--- config.mk ---
export PLATFORM = sky130hd
export DESIGN_NAME = joystick_axis_calibrate_normalize_top
export DESIGN_NICKNAME = d
export VERILOG_FILES = /design/src/jacn_pkg.sv /design/src/jacn_div.sv /design/src/jacn_core.sv /design/src/joystick_axis_calibrate_normalize_top.sv
export SDC_FILE = /design/constraint.sdc
export NUM_CORES = 1
export LEC_CHECK = 0
export ABC_AREA = 0
export BUFFER_PORTS_ARGS = -buffer_cell sky130_fd_sc_hd__buf_2
export CORE_MARGIN = 1.5
export CORE_UTILIZATION = 50
export CTS_CLUSTER_SIZE = 30
export DETAILED_ROUTE_END_ITERATION = 8
export HOLD_SLACK_MARGIN = 0.08
export PLACE_DENSITY = 0.68
export SETUP_SLACK_MARGIN = 0.02
export SYNTH_ARGS = -nofsm -noshare
export SYNTH_HDL_FRONTEND = slang
export SYNTH_SLANG_ARGS = --single-unit
--- constraint.sdc ---
create_clock -name i_clk -period 7.4 [get_ports i_clk]
set_input_delay 0 -clock i_clk [delete_from_list [all_inputs] [get_ports i_clk]]
set_output_delay 0 -clock i_clk [all_outputs]
set_load 0.01 [all_outputs]
--- src/jacn_pkg.sv ---
// shared constants, codes and types of the joystick calibrate and normalize block
package jacn_pkg;

    // field widths
    localparam int unsigned RAW_W   = 12;
    localparam int unsigned FRAC_W  = 15;
    localparam int unsigned NORM_W  = FRAC_W + 1;
    localparam int unsigned COUNT_W = 8;
    localparam int unsigned SUM_W   = 20;

    // converter full scale and the widths that follow from it
    localparam int unsigned ADC_FULL_SCALE = 4095;
    localparam int unsigned ADC_FS_W       = $clog2(ADC_FULL_SCALE + 1);
    localparam int unsigned DEN_W          = ((ADC_FS_W > RAW_W) ? ADC_FS_W : RAW_W) + 1;
    localparam int unsigned DIVISOR_W      = ((DEN_W - 1) > FRAC_W) ? (DEN_W - 1) : FRAC_W;

    // q1.15 plus one and reset values
    localparam int unsigned Q_ONE           = (1 << FRAC_W) - 1;
    localparam int unsigned DEADZONE_RESET  = 2621;
    localparam int unsigned CAL_COUNT_RESET = 50;
    localparam int unsigned CENTER_RESET    = 2048;

    // shared divider: widest dividend is the rescale product of two q1.15 values
    localparam int unsigned DIV_W              = 2 * FRAC_W;
    localparam int unsigned DIV_BITS_PER_CYCLE = 2;
    localparam int unsigned DIV_STEPS          = DIV_W / DIV_BITS_PER_CYCLE;
    localparam int unsigned DIV_CNT_W          = $clog2(DIV_STEPS + 1);

    // stream and configuration port widths
    localparam int unsigned S_TDATA_W   = ((2 * RAW_W + 1 + 7) / 8) * 8;
    localparam int unsigned M_TDATA_W   = ((2 * NORM_W + 1 + 7) / 8) * 8;
    localparam int unsigned CFG_INDEX_W = 1;
    localparam int unsigned CFG_DATA_W  = FRAC_W;

    typedef enum logic [CFG_INDEX_W-1:0] {
        CFG_DEADZONE  = 1'b0,
        CFG_CAL_COUNT = 1'b1
    } t_cfg_index;

    typedef enum logic {
        OP_CALIBRATE = 1'b0,
        OP_CONVERT   = 1'b1
    } t_op;

    typedef struct packed {
        logic [FRAC_W-1:0]  deadzone;
        logic [COUNT_W-1:0] cal_count;
    } t_cfg;

    typedef struct packed {
        t_op              op;
        logic [RAW_W-1:0] raw_x;
        logic [RAW_W-1:0] raw_y;
        logic             switch_level;
    } t_item;

    typedef struct packed {
        logic signed [NORM_W-1:0] norm_x;
        logic signed [NORM_W-1:0] norm_y;
        logic                     pressed;
        logic                     calibration_done;
    } t_result;

    typedef struct packed {
        logic                 start;
        logic [DIV_W-1:0]     dividend;
        logic [DIVISOR_W-1:0] divisor;
    } t_div_req;

    typedef struct packed {
        logic             done;
        logic [DIV_W-1:0] quotient;
    } t_div_rsp;

endpackage

--- src/jacn_div.sv ---
// shared unsigned shift-subtract divider, two quotient bits per cycle
module jacn_div (
    input  logic                i_clk,
    input  logic                i_rst_n,
    input  jacn_pkg::t_div_req  i_req,
    output jacn_pkg::t_div_rsp  o_rsp
);

    logic                               r_busy;
    logic                               r_done;
    logic [jacn_pkg::DIV_CNT_W-1:0]     r_cnt;
    logic [jacn_pkg::DIVISOR_W-1:0]     r_rem;
    logic [jacn_pkg::DIV_W-1:0]         r_quo;
    logic [jacn_pkg::DIVISOR_W-1:0]     r_divisor;
    logic [jacn_pkg::DIVISOR_W-1:0]     n_rem;
    logic [jacn_pkg::DIV_W-1:0]         n_quo;

    // restoring steps for one cycle
    always_comb begin
        logic [jacn_pkg::DIVISOR_W:0] trial;
        n_rem = r_rem;
        n_quo = r_quo;
        for (int i = 0; i < jacn_pkg::DIV_BITS_PER_CYCLE; i++) begin
            trial = {n_rem, n_quo[jacn_pkg::DIV_W-1]};
            n_quo = {n_quo[jacn_pkg::DIV_W-2:0], 1'b0};
            if (trial >= {1'b0, r_divisor}) begin
                trial    = trial - {1'b0, r_divisor};
                n_quo[0] = 1'b1;
            end
            n_rem = trial[jacn_pkg::DIVISOR_W-1:0];
        end
    end

    // iteration control and operand registers
    always_ff @(posedge i_clk) begin
        if (!i_rst_n) begin
            r_busy <= 1'b0;
            r_done <= 1'b0;
            r_cnt  <= '0;
        end else begin
            r_done <= 1'b0;
            if (i_req.start) begin
                r_busy    <= 1'b1;
                r_cnt     <= (jacn_pkg::DIV_CNT_W)'(jacn_pkg::DIV_STEPS);
                r_rem     <= '0;
                r_quo     <= i_req.dividend;
                r_divisor <= i_req.divisor;
            end else if (r_busy) begin
                r_rem <= n_rem;
                r_quo <= n_quo;
                r_cnt <= r_cnt - (jacn_pkg::DIV_CNT_W)'(1);
                if (r_cnt == (jacn_pkg::DIV_CNT_W)'(1)) begin
                    r_busy <= 1'b0;
                    r_done <= 1'b1;
                end
            end
        end
    end

    assign o_rsp.done     = r_done;
    assign o_rsp.quotient = r_quo;

endmodule

--- src/jacn_core.sv ---
// sequencer: calibration sums and centers, per-axis normalize and deadzone rescale
module jacn_core (
    input  logic                i_clk,
    input  logic                i_rst_n,
    input  jacn_pkg::t_cfg      i_cfg,
    input  logic                i_item_valid,
    output logic                o_item_ready,
    input  jacn_pkg::t_item     i_item,
    output logic                o_res_valid,
    input  logic                i_res_ack,
    output jacn_pkg::t_result   o_res,
    output jacn_pkg::t_div_req  o_div_req,
    input  jacn_pkg::t_div_rsp  i_div_rsp
);

    typedef enum logic [2:0] {
        S_IDLE,
        S_CAL_START,
        S_CAL_DIV,
        S_NORM_START,
        S_NORM_DIV,
        S_DZ_START,
        S_DZ_DIV,
        S_RESULT
    } t_state;

    t_state                                 r_state;
    logic                                   r_axis;
    logic [jacn_pkg::RAW_W-1:0]             r_raw_x;
    logic [jacn_pkg::RAW_W-1:0]             r_raw_y;
    logic [jacn_pkg::RAW_W-1:0]             r_center_x;
    logic [jacn_pkg::RAW_W-1:0]             r_center_y;
    logic [jacn_pkg::SUM_W-1:0]             r_sum_x;
    logic [jacn_pkg::SUM_W-1:0]             r_sum_y;
    logic [jacn_pkg::COUNT_W-1:0]           r_sample_count;
    logic                                   r_q_neg;
    logic [jacn_pkg::FRAC_W-1:0]            r_q_mag;
    logic signed [jacn_pkg::NORM_W-1:0]     r_norm_x;
    logic signed [jacn_pkg::NORM_W-1:0]     r_norm_y;
    logic                                   r_pressed;
    logic                                   r_cal_done;

    logic [jacn_pkg::COUNT_W:0]             cal_n;
    logic [jacn_pkg::COUNT_W:0]             cal_need;
    logic [jacn_pkg::RAW_W-1:0]             sel_raw;
    logic [jacn_pkg::RAW_W-1:0]             sel_center;
    logic                                   raw_ge;
    logic [jacn_pkg::RAW_W-1:0]             num_mag;
    logic signed [jacn_pkg::DEN_W-1:0]      den_s;
    logic                                   den_neg;
    logic [jacn_pkg::DEN_W-1:0]             den_abs;
    logic [jacn_pkg::DIVISOR_W-1:0]         den_mag;
    logic                                   den_zero;
    logic [jacn_pkg::FRAC_W-1:0]            q_clamped;
    logic [jacn_pkg::FRAC_W-1:0]            span;
    logic [jacn_pkg::FRAC_W-1:0]            dz_diff;
    logic                                   dz_skip;
    logic [jacn_pkg::DIV_W-1:0]             dz_dividend;
    logic signed [jacn_pkg::NORM_W-1:0]     rescale_mag;
    logic signed [jacn_pkg::NORM_W-1:0]     rescale_val;

    // calibration count, a zero count acts as one
    assign cal_n    = {1'b0, r_sample_count} + (jacn_pkg::COUNT_W + 1)'(1);
    assign cal_need = (i_cfg.cal_count == '0) ? (jacn_pkg::COUNT_W + 1)'(1)
                                              : {1'b0, i_cfg.cal_count};

    // axis operands: offset magnitude and signed half-range denominator
    always_comb begin
        sel_raw    = r_axis ? r_raw_y : r_raw_x;
        sel_center = r_axis ? r_center_y : r_center_x;
        raw_ge     = (sel_raw >= sel_center);
        num_mag    = raw_ge ? (sel_raw - sel_center) : (sel_center - sel_raw);
        den_s      = raw_ge
                   ? $signed((jacn_pkg::DEN_W)'(jacn_pkg::ADC_FULL_SCALE)
                             - (jacn_pkg::DEN_W)'(sel_center))
                   : $signed((jacn_pkg::DEN_W)'(sel_center));
        den_neg    = den_s[jacn_pkg::DEN_W-1];
        den_abs    = den_neg ? $unsigned(-den_s) : $unsigned(den_s);
        den_mag    = (jacn_pkg::DIVISOR_W)'(den_abs);
        den_zero   = (den_s == '0);
    end

    // clamp of the first quotient to plus or minus one
    assign q_clamped = (i_div_rsp.quotient > (jacn_pkg::DIV_W)'(jacn_pkg::Q_ONE))
                     ? (jacn_pkg::FRAC_W)'(jacn_pkg::Q_ONE)
                     : i_div_rsp.quotient[jacn_pkg::FRAC_W-1:0];

    // deadzone test and rescale product (x * 32767 as shift minus x)
    always_comb begin
        span        = (jacn_pkg::FRAC_W)'(jacn_pkg::Q_ONE) - i_cfg.deadzone;
        dz_diff     = r_q_mag - i_cfg.deadzone;
        dz_skip     = (r_q_mag < i_cfg.deadzone) || (span == '0);
        dz_dividend = {dz_diff, {jacn_pkg::FRAC_W{1'b0}}} - (jacn_pkg::DIV_W)'(dz_diff);
        rescale_mag = $signed({1'b0, i_div_rsp.quotient[jacn_pkg::FRAC_W-1:0]});
        rescale_val = r_q_neg ? -rescale_mag : rescale_mag;
    end

    // divider requests
    always_comb begin
        o_div_req = '0;
        unique case (r_state)
            S_CAL_START: begin
                o_div_req.start    = 1'b1;
                o_div_req.dividend = (jacn_pkg::DIV_W)'(r_axis ? r_sum_y : r_sum_x);
                o_div_req.divisor  = (jacn_pkg::DIVISOR_W)'(cal_n);
            end
            S_NORM_START: begin
                o_div_req.start    = !den_zero;
                o_div_req.dividend = (jacn_pkg::DIV_W)'({num_mag,
                                                         {jacn_pkg::FRAC_W{1'b0}}});
                o_div_req.divisor  = den_mag;
            end
            S_DZ_START: begin
                o_div_req.start    = !dz_skip;
                o_div_req.dividend = dz_dividend;
                o_div_req.divisor  = (jacn_pkg::DIVISOR_W)'(span);
            end
            default: begin
                o_div_req = '0;
            end
        endcase
    end

    // sequencer, block state and result registers
    always_ff @(posedge i_clk) begin
        if (!i_rst_n) begin
            r_state        <= S_IDLE;
            r_axis         <= 1'b0;
            r_center_x     <= (jacn_pkg::RAW_W)'(jacn_pkg::CENTER_RESET);
            r_center_y     <= (jacn_pkg::RAW_W)'(jacn_pkg::CENTER_RESET);
            r_sum_x        <= '0;
            r_sum_y        <= '0;
            r_sample_count <= '0;
        end else begin
            unique case (r_state)
                S_IDLE: begin
                    if (i_item_valid) begin
                        r_raw_x    <= i_item.raw_x;
                        r_raw_y    <= i_item.raw_y;
                        r_pressed  <= ~i_item.switch_level;
                        r_cal_done <= 1'b0;
                        r_norm_x   <= '0;
                        r_norm_y   <= '0;
                        r_axis     <= 1'b0;
                        if (i_item.op == jacn_pkg::OP_CALIBRATE) begin
                            r_sum_x <= r_sum_x + (jacn_pkg::SUM_W)'(i_item.raw_x);
                            r_sum_y <= r_sum_y + (jacn_pkg::SUM_W)'(i_item.raw_y);
                            if (cal_n >= cal_need) begin
                                r_state <= S_CAL_START;
                            end else begin
                                r_sample_count <= cal_n[jacn_pkg::COUNT_W-1:0];
                                r_state        <= S_RESULT;
                            end
                        end else begin
                            r_state <= S_NORM_START;
                        end
                    end
                end
                S_CAL_START: begin
                    r_state <= S_CAL_DIV;
                end
                S_CAL_DIV: begin
                    if (i_div_rsp.done) begin
                        if (!r_axis) begin
                            r_center_x <= i_div_rsp.quotient[jacn_pkg::RAW_W-1:0];
                            r_axis     <= 1'b1;
                            r_state    <= S_CAL_START;
                        end else begin
                            r_center_y     <= i_div_rsp.quotient[jacn_pkg::RAW_W-1:0];
                            r_sum_x        <= '0;
                            r_sum_y        <= '0;
                            r_sample_count <= '0;
                            r_cal_done     <= 1'b1;
                            r_state        <= S_RESULT;
                        end
                    end
                end
                S_NORM_START: begin
                    r_q_neg <= (!raw_ge) ^ den_neg;
                    if (den_zero) begin
                        // zero denominator leaves this axis at zero
                        if (r_axis) begin
                            r_state <= S_RESULT;
                        end else begin
                            r_axis  <= 1'b1;
                            r_state <= S_NORM_START;
                        end
                    end else begin
                        r_state <= S_NORM_DIV;
                    end
                end
                S_NORM_DIV: begin
                    if (i_div_rsp.done) begin
                        r_q_mag <= q_clamped;
                        r_state <= S_DZ_START;
                    end
                end
                S_DZ_START: begin
                    if (dz_skip) begin
                        // inside the deadzone or no span left: axis stays zero
                        if (r_axis) begin
                            r_state <= S_RESULT;
                        end else begin
                            r_axis  <= 1'b1;
                            r_state <= S_NORM_START;
                        end
                    end else begin
                        r_state <= S_DZ_DIV;
                    end
                end
                S_DZ_DIV: begin
                    if (i_div_rsp.done) begin
                        if (r_axis) begin
                            r_norm_y <= rescale_val;
                            r_state  <= S_RESULT;
                        end else begin
                            r_norm_x <= rescale_val;
                            r_axis   <= 1'b1;
                            r_state  <= S_NORM_START;
                        end
                    end
                end
                S_RESULT: begin
                    if (i_res_ack) begin
                        r_state <= S_IDLE;
                    end
                end
                default: begin
                    r_state <= S_IDLE;
                end
            endcase
        end
    end

    assign o_item_ready           = (r_state == S_IDLE);
    assign o_res_valid            = (r_state == S_RESULT);
    assign o_res.norm_x           = r_norm_x;
    assign o_res.norm_y           = r_norm_y;
    assign o_res.pressed          = r_pressed;
    assign o_res.calibration_done = r_cal_done;

endmodule

--- src/joystick_axis_calibrate_normalize_top.sv ---
// top level: stream ports, configuration registers, output register, shared divider
//
// channel   dir  handshake                      contents
// s_axis    in   s_axis_tvalid / s_axis_tready  tdata: raw_x, raw_y, switch_level
//                                               tuser: operation
// m_axis    out  m_axis_tvalid / m_axis_tready  tdata: norm_x, norm_y, pressed
//                                               tuser: calibration_done
// cfg       in   i_cfg_valid / o_cfg_ready      index 0 deadzone, 1 calibration count
//
// one item at a time; a calibration sample that does not finish the run needs no division,
// one that finishes it two divisions, a convert sample up to four divisions; every
// division has a start step, the divider steps at two quotient bits per cycle and a done
// step. reset is synchronous, active low, and brings the centers back to mid scale. the
// output register lets a new sample in while a result waits; a stalled output holds the
// sequencer at its last step.
module joystick_axis_calibrate_normalize_top (
    input  logic                                 i_clk,
    input  logic                                 i_rst_n,
    input  logic                                 s_axis_tvalid,
    output logic                                 s_axis_tready,
    // [11:0] raw_x, [23:12] raw_y, [24] switch_level, rest zero
    input  logic [jacn_pkg::S_TDATA_W-1:0]       s_axis_tdata,
    // [0] operation
    input  logic                                 s_axis_tuser,
    output logic                                 m_axis_tvalid,
    input  logic                                 m_axis_tready,
    // [15:0] norm_x, [31:16] norm_y, [32] pressed, rest zero
    output logic [jacn_pkg::M_TDATA_W-1:0]       m_axis_tdata,
    // [0] calibration_done
    output logic                                 m_axis_tuser,
    input  logic                                 i_cfg_valid,
    output logic                                 o_cfg_ready,
    input  logic [jacn_pkg::CFG_INDEX_W-1:0]     i_cfg_index,
    input  logic [jacn_pkg::CFG_DATA_W-1:0]      i_cfg_data
);

    logic [jacn_pkg::FRAC_W-1:0]    r_deadzone;
    logic [jacn_pkg::COUNT_W-1:0]   r_cal_count;
    logic                           r_m_valid;
    jacn_pkg::t_result              r_m_data;

    jacn_pkg::t_cfg                 cfg;
    jacn_pkg::t_item                item;
    jacn_pkg::t_result              res;
    jacn_pkg::t_div_req             div_req;
    jacn_pkg::t_div_rsp             div_rsp;
    logic                           item_ready;
    logic                           res_valid;
    logic                           res_ack;

    // configuration registers, always ready
    assign o_cfg_ready = 1'b1;

    always_ff @(posedge i_clk) begin
        if (!i_rst_n) begin
            r_deadzone  <= (jacn_pkg::FRAC_W)'(jacn_pkg::DEADZONE_RESET);
            r_cal_count <= (jacn_pkg::COUNT_W)'(jacn_pkg::CAL_COUNT_RESET);
        end else if (i_cfg_valid) begin
            unique case (jacn_pkg::t_cfg_index'(i_cfg_index))
                jacn_pkg::CFG_DEADZONE: begin
                    r_deadzone <= i_cfg_data;
                end
                jacn_pkg::CFG_CAL_COUNT: begin
                    r_cal_count <= i_cfg_data[jacn_pkg::COUNT_W-1:0];
                end
                default: begin
                    r_deadzone <= r_deadzone;
                end
            endcase
        end
    end

    assign cfg.deadzone  = r_deadzone;
    assign cfg.cal_count = r_cal_count;

    // input unpacking
    assign item.op           = jacn_pkg::t_op'(s_axis_tuser);
    assign item.raw_x        = s_axis_tdata[jacn_pkg::RAW_W-1:0];
    assign item.raw_y        = s_axis_tdata[2*jacn_pkg::RAW_W-1:jacn_pkg::RAW_W];
    assign item.switch_level = s_axis_tdata[2*jacn_pkg::RAW_W];
    assign s_axis_tready     = item_ready;

    jacn_core u_core (
        .i_clk        (i_clk),
        .i_rst_n      (i_rst_n),
        .i_cfg        (cfg),
        .i_item_valid (s_axis_tvalid),
        .o_item_ready (item_ready),
        .i_item       (item),
        .o_res_valid  (res_valid),
        .i_res_ack    (res_ack),
        .o_res        (res),
        .o_div_req    (div_req),
        .i_div_rsp    (div_rsp)
    );

    jacn_div u_div (
        .i_clk   (i_clk),
        .i_rst_n (i_rst_n),
        .i_req   (div_req),
        .o_rsp   (div_rsp)
    );

    // output register, loads when empty or being emptied by a transfer
    assign res_ack = res_valid && (!r_m_valid || m_axis_tready);

    always_ff @(posedge i_clk) begin
        if (!i_rst_n) begin
            r_m_valid <= 1'b0;
        end else if (res_ack) begin
            r_m_valid <= 1'b1;
        end else if (m_axis_tready) begin
            r_m_valid <= 1'b0;
        end
    end

    always_ff @(posedge i_clk) begin
        if (res_ack) begin
            r_m_data <= res;
        end
    end

    assign m_axis_tvalid = r_m_valid;
    assign m_axis_tdata  = (jacn_pkg::M_TDATA_W)'({r_m_data.pressed, r_m_data.norm_y,
                                                   r_m_data.norm_x});
    assign m_axis_tuser  = r_m_data.calibration_done;

    // a result that closes calibration carries zero positions
    a_cal_zero_pos: assert property (@(posedge i_clk) disable iff (!i_rst_n)
        (m_axis_tvalid && m_axis_tuser) |-> (m_axis_tdata[2*jacn_pkg::NORM_W-1:0] == '0))
        else $error("calibration result with nonzero position");

    // positions stay within plus or minus one
    a_pos_range: assert property (@(posedge i_clk) disable iff (!i_rst_n)
        m_axis_tvalid |-> (r_m_data.norm_x != {1'b1, {jacn_pkg::FRAC_W{1'b0}}})
                          && (r_m_data.norm_y != {1'b1, {jacn_pkg::FRAC_W{1'b0}}}))
        else $error("normalized position out of range");

    // an accepted sample closes the input until its result is handed over
    a_one_item: assert property (@(posedge i_clk) disable iff (!i_rst_n)
        (s_axis_tvalid && s_axis_tready) |=> !s_axis_tready)
        else $error("input reopened right after a transfer");

    // the divider is never restarted while the sequencer waits for a result
    a_no_div_at_result: assert property (@(posedge i_clk) disable iff (!i_rst_n)
        res_valid |-> !div_req.start)
        else $error("division started while a result waits");

endmodule
==> flow_summary.ini <==
[final_layout]
post-route-util_pct = 58.2
filler_cells_inserted = 2903
seq_area_sq_um = 7170
final_cell_count_no_fill = 2419
n_antenna_cell = 0
multi_input_area_sq_um = 9120
syn_to_final_growth_pct = 14.7
nNetsFinal = 2112
drive_gt1_share_pct = 11.1
final_design_area_no_fill_sq_um = 19500

[logic_synthesis]
area_share_of_the_leading_cell_type_in_the_synthesized_netlist_pct = 29.7
synthDistinctLibCells = 90
gate_count_post_synth = 1828
portion_of_the_post_synthesis_area_used_by_sequential_elements_pct = 42.2
synthArstFlopShare_pct = 0
leading_register_cell_type_out_of_synthesis = edfxtp_1
synth.top_cells.by_area = edfxtp_1 30%, dfxtp_1 12%, ha_1 7.7%
postSynthAreaPerCell_sq_um = 9.29
ys_ff_latch = 274
synth_largest_area_cell = edfxtp_1
synth.yosys.warnings = 0
synth_edf_count = 168
synthesis.area_sq_um = 17000

[placed_design]
place_hpwl_microns = 34500
numPortBuffers = 82
dpl_cell_area_sq_um = 17800
gpl.final_weighted_congestion = 0.943
dp_cells = 2298

[sta]
timing.fmax_ghz = 0.168
grt_setup_unrepaired = no
hold_viol_final = 0
maxSlewHeadroom_pct = 13.8
post-route-min-period_ps = 5950
finalSetupTns_ps = 0
report.final.setup_viol = 0
report.final.slew_viol_count = 0
worst_margin_pin_slew_ps = 1280
hold_ws_ps = 165
period_share_pct = 80.3
clock-skew-final_ps = 29.2

[status]
status = finished, final reports clean

[flow_run]
max_cap_viol_count = 0

[drt]
detailedRoute.firstPassIterationCount = 8
ant_nets = 0
detailroute.via_count = 14400
drt_drc_violations_left = 0
wire_length_per_cell_after_detailed_routing_microns = 19.6
wirelength_microns = 47400
detail_route.iter0.violations = 1400
avgViaCountPerCell = 5.97

[worst_setup_path]
critical-path-top-cell-by-count = a21oi_1
worstPathCellList = inv_1 > ha_1 > inv_1 > fa_1 > a21o_1 > a21oi_1 > o21bai_1 > a211o_1 > nand2_1 > a21oi_2 > buf_4 > mux2_2 > ha_1 > a21oi_1 > o21bai_1 > a21oi_1 > nand2_1 > o21ai_0 > a21oi_1 > o21ai_1 > buf_4 > a21oi_1 > o21a_1
cp_slowest_stage_delay_ps = 640
critical_path_cell_count = 23
critical_path.slowest_cell = o21ai_1
critical_path_class = register to register
worst-endpoint-required_ps = 7740
critical_path_arrival_ps = 6280
timing.critical_path.from_type = register
critical_path_buf_inv_count = 4
r2r_cells = 23
timing.critical_path.fanout_max = 16
cp_top_family = compound AO/OA/AOI/OAI gates
worstSetupEndpointType = register

[global_routing]
grt_pass1_vias = 13800
pin_count_of_the_biggest_net_entering_global_routing = 58
overflow = 0
grt_first_pass_wirelength_microns = 75200
grt.met2_usage_pct = 43.8
groute.layer.met3.usage_pct = 3.55
grt_usage_pct = 26.7
grt.met1_usage_pct = 36.7
grt.busiest_layer = met2
antenna_found_initial = 0

[power_and_ir_drop]
power.density_nw_per_um2 = 432
power.leakage_nw = 7.48
vdd_ir_drop_max_mv = 0.272

[floorplanning]
fp.dieArea_sq_um = 35100
starting_utilization_of_the_core_area_pct = 50.8
chipWidth_microns = 187
core.rowCount = 67
number_of_top_level_pins = 98
core_area_sq_um = 33400
die_height_microns = 187

[clock_tree]
worst_skew_pair.late_latency_ps = 580
cts_sinks = 274
htreeDepth = 1
clock_tree.root_cell = clkbuf_16
tritoncts.num_buffers = 31
cts-root-to-sink-buffers = 3
cts.reportedPaths.clkPinSlew_ps = 60
post-cts-setup-buffers = 0
cts_tree = done

[hold_path]
min-delay-path-class = primary input to register
whs_path_depth = 2
==> per-stage QoR <==
stage | worst slack [ps] | total power (W)
6_report | 1450 | 0.00842
3_3_place_gp | 1640 | 0.00671
2_1_floorplan | 743 | 0.00568
5_1_grt | 1130 | 0.00900
4_1_cts | 1590 | 0.00836
3_5_place_dp | 1640 | 0.00679
==> synthesized netlist by cell type (9+ instances only) <==
cell type  count
a21o_1        15
o21a_1        21
or2_2         15
edfxtp_1     168
o31ai_1       15
nor4_1        16
a21oi_1      160
xor2_1        40
o22ai_1       11
nor2_1       161
and2_1        11
nand2_1      175
nand4_1       34
nand3_1       49
mux2i_1       56
o21ai_1       13
ha_1         105
xnor2_1       62
buf_1          9
o21ai_0       75
or3_1         30
nand2b_1      21
inv_1        101
a31oi_1       18
o221ai_1      16
a22oi_1       13
mux2_2        15
clkbuf_1      63
a211oi_1      13
nor3_1        34
dfxtp_1      106
nor2b_1       27
o211ai_1      24
and3_1        14
==> final timing paths <==
check                                         from            endpoint  slack (ps)
worst min register to register  u_core.r_norm_x[7]     m_axis_tdata[7]         410
worst max-delay path               u_div.r_quo[29]      u_div.r_rem[0]        1450
worst max register to register     u_div.r_quo[29]      u_div.r_rem[0]        1450
worst min-delay path              s_axis_tdata[11]  u_core.r_raw_x[11]         160
==> flip-flops by register name, summed over array words and instances, names as in the netlist, 15 cells and up <==
register         count
u_core.r_norm_x     16
m_axis_tdata        33
u_core.r_norm_y     16
u_core.r_sum_x      20
u_div.r_quo         30
u_div.r_divisor     15
u_core.r_sum_y      20
u_core.r_q_mag      15
u_div.r_rem         15
r_deadzone          15
==> metal layers <==
layer  wire, microns  part of all wire (%)  up-vias
met5               0                     0        -
met4            1560                   3.3        0
met3            3350                   7.1      102
met2           21800                    46      528
met1           20700                    44     6903
li1                -                     -     6904
==> cell families (layout without fill, tap and decap cells) <==
group	Yosys count	after routing	share of synthesized area, %
simple gates	613	613	17.5
xor+xnor	103	103	5.36
flops	274	274	42.2
compound gates	463	463	17.6
fa+ha+maj	112	112	8.56
buf+inv	190	327	4.47
other cells	2	8	0.0442
mux	71	71	4.30
==> layout make-up <==
class / instances / area share, %
Inverter: 102 / 1.97
Tap cell: 448 / 2.88
Clock buffer: 50 / 4.99
Timing Repair Buffer: 167 / 6.20
Clock inverter: 8 / 0.289
Sequential cell: 274 / 36.8
Multi-Input combinational cell: 1370 / 46.9
==> timing repair <==
action,CTS,global route
hold buffers,63,0
hold endpoints to repair,81,0
resized for setup,0,0
==> placed cells by master (no fill, tap or decap), drive strengths merged, types with 24 or more instances in the layout <==
cell / instances
nand2: 175
edfxtp: 168
nor2: 163
a21oi: 162
dfxtp: 106
ha: 105
inv: 105
buf: 104
o21ai: 88
dlygate4sd3: 63
xnor2: 62
mux2i: 56
clkbuf: 50
nand3: 49
xor2: 41
nor3: 35
nand4: 34
or3: 30
nor2b: 27
o211ai: 24
==> power breakdown <==
group	leakage, nW	switching (W)	internal (W)
registers	2.41	0.000311	0.00208
logic	4.57	0.00269	0.00181
clock network	0.504	0.000624	0.000897
(Power assumes the default switching activity.)
